==> config.mk <==
export PLATFORM = sky130hd
export DESIGN_NAME = trb_ctrl
export DESIGN_NICKNAME = d
export VERILOG_FILES = /design/src/sv/trb_pkg.sv /design/src/sv/trb_ctrl.sv
export VERILOG_INCLUDE_DIRS = /design/src /design/src/sv
export SDC_FILE = /design/constraint.sdc
export NUM_CORES = 1
export LEC_CHECK = 0
export BUFFER_PORTS_ARGS = -buffer_cell sky130_fd_sc_hd__buf_4
export CAP_MARGIN = 0
export CORE_AREA = 5 5 42 44
export CTS_CLUSTER_SIZE = 16
export DETAILED_ROUTE_END_ITERATION = 10
export DIE_AREA = 0 0 47 49
export MAX_ROUTING_LAYER = met4
export SLEW_MARGIN = 20
export SYNTH_ARGS = -nofsm -noshare
export SYNTH_HDL_FRONTEND = slang
export SYNTH_SLANG_ARGS = --single-unit
==> constraint.sdc <==
create_clock -name clock -period 1.5 [get_ports clock]
set_input_delay 0 -clock clock [delete_from_list [all_inputs] [get_ports clock]]
set_output_delay 0 -clock clock [all_outputs]
set_load 0.05 [all_outputs]
==> src/sv/assert_macros.svh <==
// Assertion macros shared by the trace ring buffer RTL.
// Clocked on clock, disabled while reset is high.
`ifndef ASSERT_MACROS_SVH
`define ASSERT_MACROS_SVH

// Plain property check.
`define TRB_ASSERT(label, prop, msg) \
   label: assert property (@(posedge clock) disable iff (reset) prop) else $error(msg);

// Condition in one cycle implies consequence in the next.
`define TRB_ASSERT_NEXT(label, ante, cons, msg) \
   label: assert property (@(posedge clock) disable iff (reset) (ante) |=> (cons)) \
      else $error(msg);

`endif

==> src/sv/trb_pkg.sv <==
// Shared types, codes and defaults of the trace ring buffer.
// Used by trb_ctrl, trb_dp, trb_rem and trace_ring_buffer; no dependencies.
package trb_pkg;

   localparam int ENTRIES_DEFAULT  = 64;
   localparam int BUFFERS_DEFAULT  = 4;
   localparam int MAX_READ_DEFAULT = 63;
   localparam int LOSS_MARGIN      = 2;

   localparam int IDX_W   = 32;
   localparam int ID_W    = 3;
   localparam int LIMIT_W = 6;
   localparam int KIND_W  = 2;

   localparam logic OP_RECORD = 1'b0;
   localparam logic OP_READ   = 1'b1;

   localparam logic [KIND_W-1:0] KIND_RECORD  = 2'd0;
   localparam logic [KIND_W-1:0] KIND_ENTRY   = 2'd1;
   localparam logic [KIND_W-1:0] KIND_SUMMARY = 2'd2;
   localparam logic [KIND_W-1:0] KIND_BAD_ID  = 2'd3;

   typedef enum logic [2:0] {
      ST_IDLE,
      ST_LOAD,
      ST_REM,
      ST_ISSUE,
      ST_EMIT,
      ST_SUM
   } trb_state_type;

   typedef struct packed {
      logic accept;
      logic load_idx;
      logic mem_rd;
      logic emit_entry;
      logic emit_sum;
   } ctrl_cmd_type;

   typedef struct packed {
      logic out_free;
      logic long_read;
      logic rem_done;
      logic read_more;
   } dp_status_type;

endpackage

==> src/sv/trb_ctrl.sv <==
// Controller state machine of the trace ring buffer.
// Depends on trb_pkg and assert_macros.svh; drives commands into trb_dp.
`include "assert_macros.svh"

module trb_ctrl (
   input  logic                  clock,
   input  logic                  reset,
   input  logic                  req_valid,
   output logic                  req_stall,
   input  trb_pkg::dp_status_type status,
   output trb_pkg::ctrl_cmd_type  cmd
);

   trb_pkg::trb_state_type state_ff, state_in;

   assign req_stall = !((state_ff == trb_pkg::ST_IDLE) && status.out_free);

   always_comb begin
      state_in = state_ff;
      unique case (state_ff)
         trb_pkg::ST_IDLE: begin
            if (req_valid && status.out_free && status.long_read) begin
               state_in = trb_pkg::ST_LOAD;
            end
         end
         trb_pkg::ST_LOAD: begin
            state_in = trb_pkg::ST_REM;
         end
         trb_pkg::ST_REM: begin
            if (status.rem_done) begin
               state_in = trb_pkg::ST_ISSUE;
            end
         end
         trb_pkg::ST_ISSUE: begin
            if (status.read_more) begin
               state_in = trb_pkg::ST_EMIT;
            end else begin
               state_in = trb_pkg::ST_SUM;
            end
         end
         trb_pkg::ST_EMIT: begin
            if (status.out_free) begin
               state_in = trb_pkg::ST_ISSUE;
            end
         end
         trb_pkg::ST_SUM: begin
            if (status.out_free) begin
               state_in = trb_pkg::ST_IDLE;
            end
         end
         default: begin
            state_in = trb_pkg::ST_IDLE;
         end
      endcase
   end

   always_comb begin
      cmd = '0;
      unique case (state_ff)
         trb_pkg::ST_IDLE: begin
            cmd.accept = req_valid && status.out_free;
         end
         trb_pkg::ST_LOAD: begin
            cmd.load_idx = 1'b1;
         end
         trb_pkg::ST_REM: begin
         end
         trb_pkg::ST_ISSUE: begin
            cmd.mem_rd = status.read_more;
         end
         trb_pkg::ST_EMIT: begin
            cmd.emit_entry = status.out_free;
         end
         trb_pkg::ST_SUM: begin
            cmd.emit_sum = status.out_free;
         end
         default: begin
         end
      endcase
   end

   always_ff @(posedge clock) begin
      if (reset) begin
         state_ff <= trb_pkg::ST_IDLE;
      end else begin
         state_ff <= state_in;
      end
   end

   `TRB_ASSERT(a_emit_from_issue, (state_ff == trb_pkg::ST_EMIT && $past(state_ff) != trb_pkg::ST_EMIT) |-> $past(state_ff) == trb_pkg::ST_ISSUE, "entry emit entered without a store read")
   `TRB_ASSERT(a_sum_from_issue, (state_ff == trb_pkg::ST_SUM && $past(state_ff) != trb_pkg::ST_SUM) |-> $past(state_ff) == trb_pkg::ST_ISSUE, "summary entered from an unexpected state")

endmodule

**Yosys cells after proc, flatten, opt, wreduce, memory -nomap -nowiden**

Cells that the tools add are included.
Widths: inputs -> output; s select.

- Reduce and logical (&&, ||, !) cells: 6
- Multipliers: 0
- Bitwise gates (word level): 0
- Mux-type cells: 11
- Divide/modulo/power cells: 0
- Shifts and indexed selects: 0
- $add $sub $neg: 0
- Order comparisons: 0
- Equal/unequal tests: 9

Operators with widths:

| operator | number |
|---|---|
| $pmux 3 s6 | 1 |
| $mux 3 | 4 |
| $eq 3x2->1 const B | 2 |
| $eq 3x3->1 const B | 2 |
| $mux 1 | 6 |
| $ne 2x2->1 const B | 3 |
| $reduce_and 4->1 | 1 |
| $eq 3x1->1 const B | 1 |
| $logic_and 1x1->1 | 3 |
| $logic_not 3->1 | 1 |
| $ne 2x1->1 const B | 1 |
| $logic_not 1->1 | 1 |

- Memory bits (read-only): 0
- Latch bits: 0
- Logic and storage cells: 27
- Input port bits: 7
- Bits in writable memories: 0
- Memories: 0
- Bits in registers: 3

**Logic depth before layout (Yosys ltp)**

- Depth in word-level cells: 4
- Depth in mapped cells: 5

**Worst setup path before layout**

No wires, ideal clock.

- Path kind: register -> output
- Start point: reg state_ff[2]
- End point: out cmd[4] (netlist name)
- Cell stages (with the launch flop): 4
- Path slack: -0.252 ns
- Buffers on the path: 1
- Arrival: 1.752 ns
- Required time: 1.500 ns
- Cell sequence: dfxtp_1 > buf_2 > or3_1 > nor2_1

RTL lines:

| element | RTL line | RTL |
|---|---|---|
| start: declaration | trb_ctrl.sv:14 | `trb_pkg::trb_state_type state_ff, state_in;` |
| start signal: assignment | trb_ctrl.sv:84 | `state_ff <= trb_pkg::ST_IDLE;` |
| start signal: assignment | trb_ctrl.sv:86 | `state_ff <= state_in;` |
| end: declaration | trb_ctrl.sv:11 | `output trb_pkg::ctrl_cmd_type cmd` |

==> metrics.yaml <==
timing:
  finalHoldViolCount: 0
  setup-violations-final: 0
  slew_headroom_pct: 79.1
  fmaxAchievable_mhz: 740
  fin_crit_ns: 1.35
  post-route-period-util_pct: 90.1
  setup_tns_ns: 0
  worst_pin_slew_ns: 0.312
  report.final.slew_viol_count: 0
  layout_setup_ws_ns: 0.149
  rsz0062_at_grt: "false"
  clock-skew-final_ns: 0.00482
final_layout:
  finish.utilization_pct: 26.3
  antennaDiodeCount: 0
  layout-drive-gt1-share_pct: 44.4
  area_occupied_by_multi_input_gates_um2: 154
  biggestRegsByFlops: "state_ff (3)"
  seq_area_um2: 60.1
  flip_flop_count_of_the_largest_register_all_copies_and_words_added: 3
  area_growth_synth_to_finish_pct: 68.0
  finish.net_count: 53
  number_of_inserted_filler_cells_in_the_final_layout: 169
  top_register: "state_ff"
  finalNonFillerCells: 61
floorplanning:
  core_region_area_um2: 1400
  std_cell_rows: 14
  floorplan.initialDensity_pct: 15.6
  chipHeight_um: 49
  die_width_um: 47
  num_io_pins: 13
  design.die.area_um2: 2300
hold_path:
  hp-class: "input port to flop"
placed_design:
  place_congestion: 0.736
  dp_hpwl_um: 467
  post-place-cells: 56
  io_buffers: 12
  place_ws_ns: 0.380
cts:
  number_of_levels_in_the_clock_h_tree: 1
  clk_root_buffer_cell: "clkbuf_4"
  total_clock_buffers_created_by_cts: 3
  clk_pin_slew_ns: 0.04
  insertion_delay_ns: 0.23
  cts.sinks: 3
  postCtsResizedCells: 0
  cts.path.max_buffers: 2
  cts_setup_buffers: 0
  tritoncts: "built"
  number_of_hold_buffers_added_after_cts: 1
run:
  max-cap-violations: 0
setup_path:
  cp_num_buf_inv: 1
  critPathMaxFanout: 6
  critical-path-slowest-cell: "dfxtp_1"
  criticalPathCategory: "flop to primary output"
  worstPathArrival_ns: 1.35
  crit_cells: 4
  worst_r2r_endpoint: "state_ff[0]"
  reg2reg_setup_slack_ns: 0.39
  crit_chain: "nand2b_4 -> or3_1 -> nor2_2 -> buf_4"
  worst_r2r_path_depth: 3
  r2r-start: "state_ff[0]"
  timing.critical_path.slowest_cell_delay_ns: 0.34
  timing.critical_path.required_ns: 1.50
  worstSetupEndpoint: "cmd[4]"
  startpoint: "state_ff[1]"
  endpoint_kind: "primary output"
  cp_top_family: "simple AND/OR/NAND/NOR gates"
  critical_path.startpoint_type: "flop"
synth:
  ys_top_cells_by_area: "dfxtp_1, a21oi_1, nor2_1"
  yosysSeqAreaShare_pct: 27.4
  postSynthCellCount: 29
  postSynthNetCount: 36
  synth-warning-count: 0
  post_synth.cell_area_avg_um2: 7.55
  synth_area_leader_cell: "dfxtp_1"
  number_of_synthesized_register_bits: 3
  synthDistinctLibCells: 17
  post_synth_instance_area_um2: 219
  yosys.area.top_type_share_pct: 27.4
run_status:
  outcome: "completed"
power_and_ir_drop:
  power-per-cell-area_nw_per_um2: 996
  power.static_leakage_nw: 0.181
  peakVddDrop_mv: 0.330
grt:
  first_global_vias: 245
  antenna_found_initial: 0
  global_route_wire_length_before_repair_um: 959
  grt_util_all_layers_pct: 5.98
  grt_max_degree: 11
  globalRoute.totalOverflow: 0
detailed_routing:
  avgRoutedWirePerCell_um: 9.48
  number_of_vias_per_cell_after_detailed_routing: 4.18
  drt_drc_violations_left: 0
  drt_iter0_markers: 0
  wirelength_um: 578
  num_vias: 255
  drt.antenna.violating_nets: 0
  drtPass1Iterations: 1
cells in the final DEF (no fill, tap or decap):
cell / instances
a211o_1: 1
a21oi_1: 4
a31oi_1: 1
and3_1: 2
buf_4: 12
clkbuf_1: 1
clkbuf_4: 3
dfxtp_1: 3
dlygate4sd3_1: 1
inv_1: 2
nand2b_1: 1
nand2b_2: 1
nand2b_4: 1
nor2_1: 4
nor2_2: 1
nor2b_1: 1
nor2b_2: 1
nor3b_2: 1
o22a_1: 1
o31ai_1: 1
or3_1: 2
cell type report:
class / instances / share of cell area, %
inverter: 2 / 2.04
multi-input combinational: 23 / 41.8
tap: 16 / 5.44
timing repair buffer: 13 / 27.2
sequential: 3 / 16.3
clock buffer: 4 / 7.14
metal layers:
| layer | global-route usage (%) | routed length, µm | vias up |
|---|---|---|---|
| li1 | - | - | 136 |
| met1 | 7.00 | 260 | 109 |
| met2 | 7.24 | 243 | 10 |
| met3 | 2.58 | 75 | 0 |
| met4 | 5.53 | 0 | 0 |
| met5 | - | 0 | - |
how the worst min path moves through the flow:
stage                     depth (start not counted)  slack [ns]          end  startpoint
after detailed placement                          2        0.19  state_ff[1]       reset
after floorplan                                   1        0.07  state_ff[1]       reset
after global placement                            2        0.19  state_ff[1]       reset
after global routing                              4        0.14  state_ff[0]   status[0]
after CTS                                         4        0.12  state_ff[0]   status[0]
final                                             4        0.12  state_ff[0]   status[0]
kinds of logic after synthesis:
family,after synthesis,synth area share (%)
buffers and inverters,3,5.71
AO/OA/AOI/OAI,8,23.4
flip-flops,3,27.4
AND/OR/NAND/NOR,15,43.4
metrics by stage:
| step | instance area, µm² | hold slack [ns] | power, mW |
|---|---|---|---|
| global route | 368 | 0.139 | 0.399 |
| detailed placement | 332 | 0.190 | 0.227 |
| floorplan | 226 | 0.0719 | 0.186 |
| CTS | 368 | 0.124 | 0.378 |
| global placement | 332 | 0.190 | 0.225 |
| finish | 368 | 0.125 | 0.366 |
Yosys cell counts, drive strengths merged:
cell type	instances
a211o	1
dfxtp	3
or3	2
buf	1
and3	2
a31oi	1
inv	2
nor2	5
nand2b	3
nor3b	1
a21oi	4
nor2b	2
o31ai	1
o22a	1
tightest hold or removal path, stage by stage:
cell and delay, ns:
buf_4 0.08, inv_1 0.03, a21oi_1 0.11, o31ai_1 0.08
report_power, final:
| group | switching [mW] | internal (mW) | total, mW | leakage (nW) |
|---|---|---|---|---|
| clock | 0.0416 | 0.0997 | 0.141 | 0.0150 |
| combinational | 0.0702 | 0.0545 | 0.125 | 0.141 |
| sequential | 0.0130 | 0.0874 | 0.100 | 0.0244 |
| total | 0.125 | 0.242 | 0.366 | 0.181 |
No activity file was read; power rests on OpenSTA's default activity.
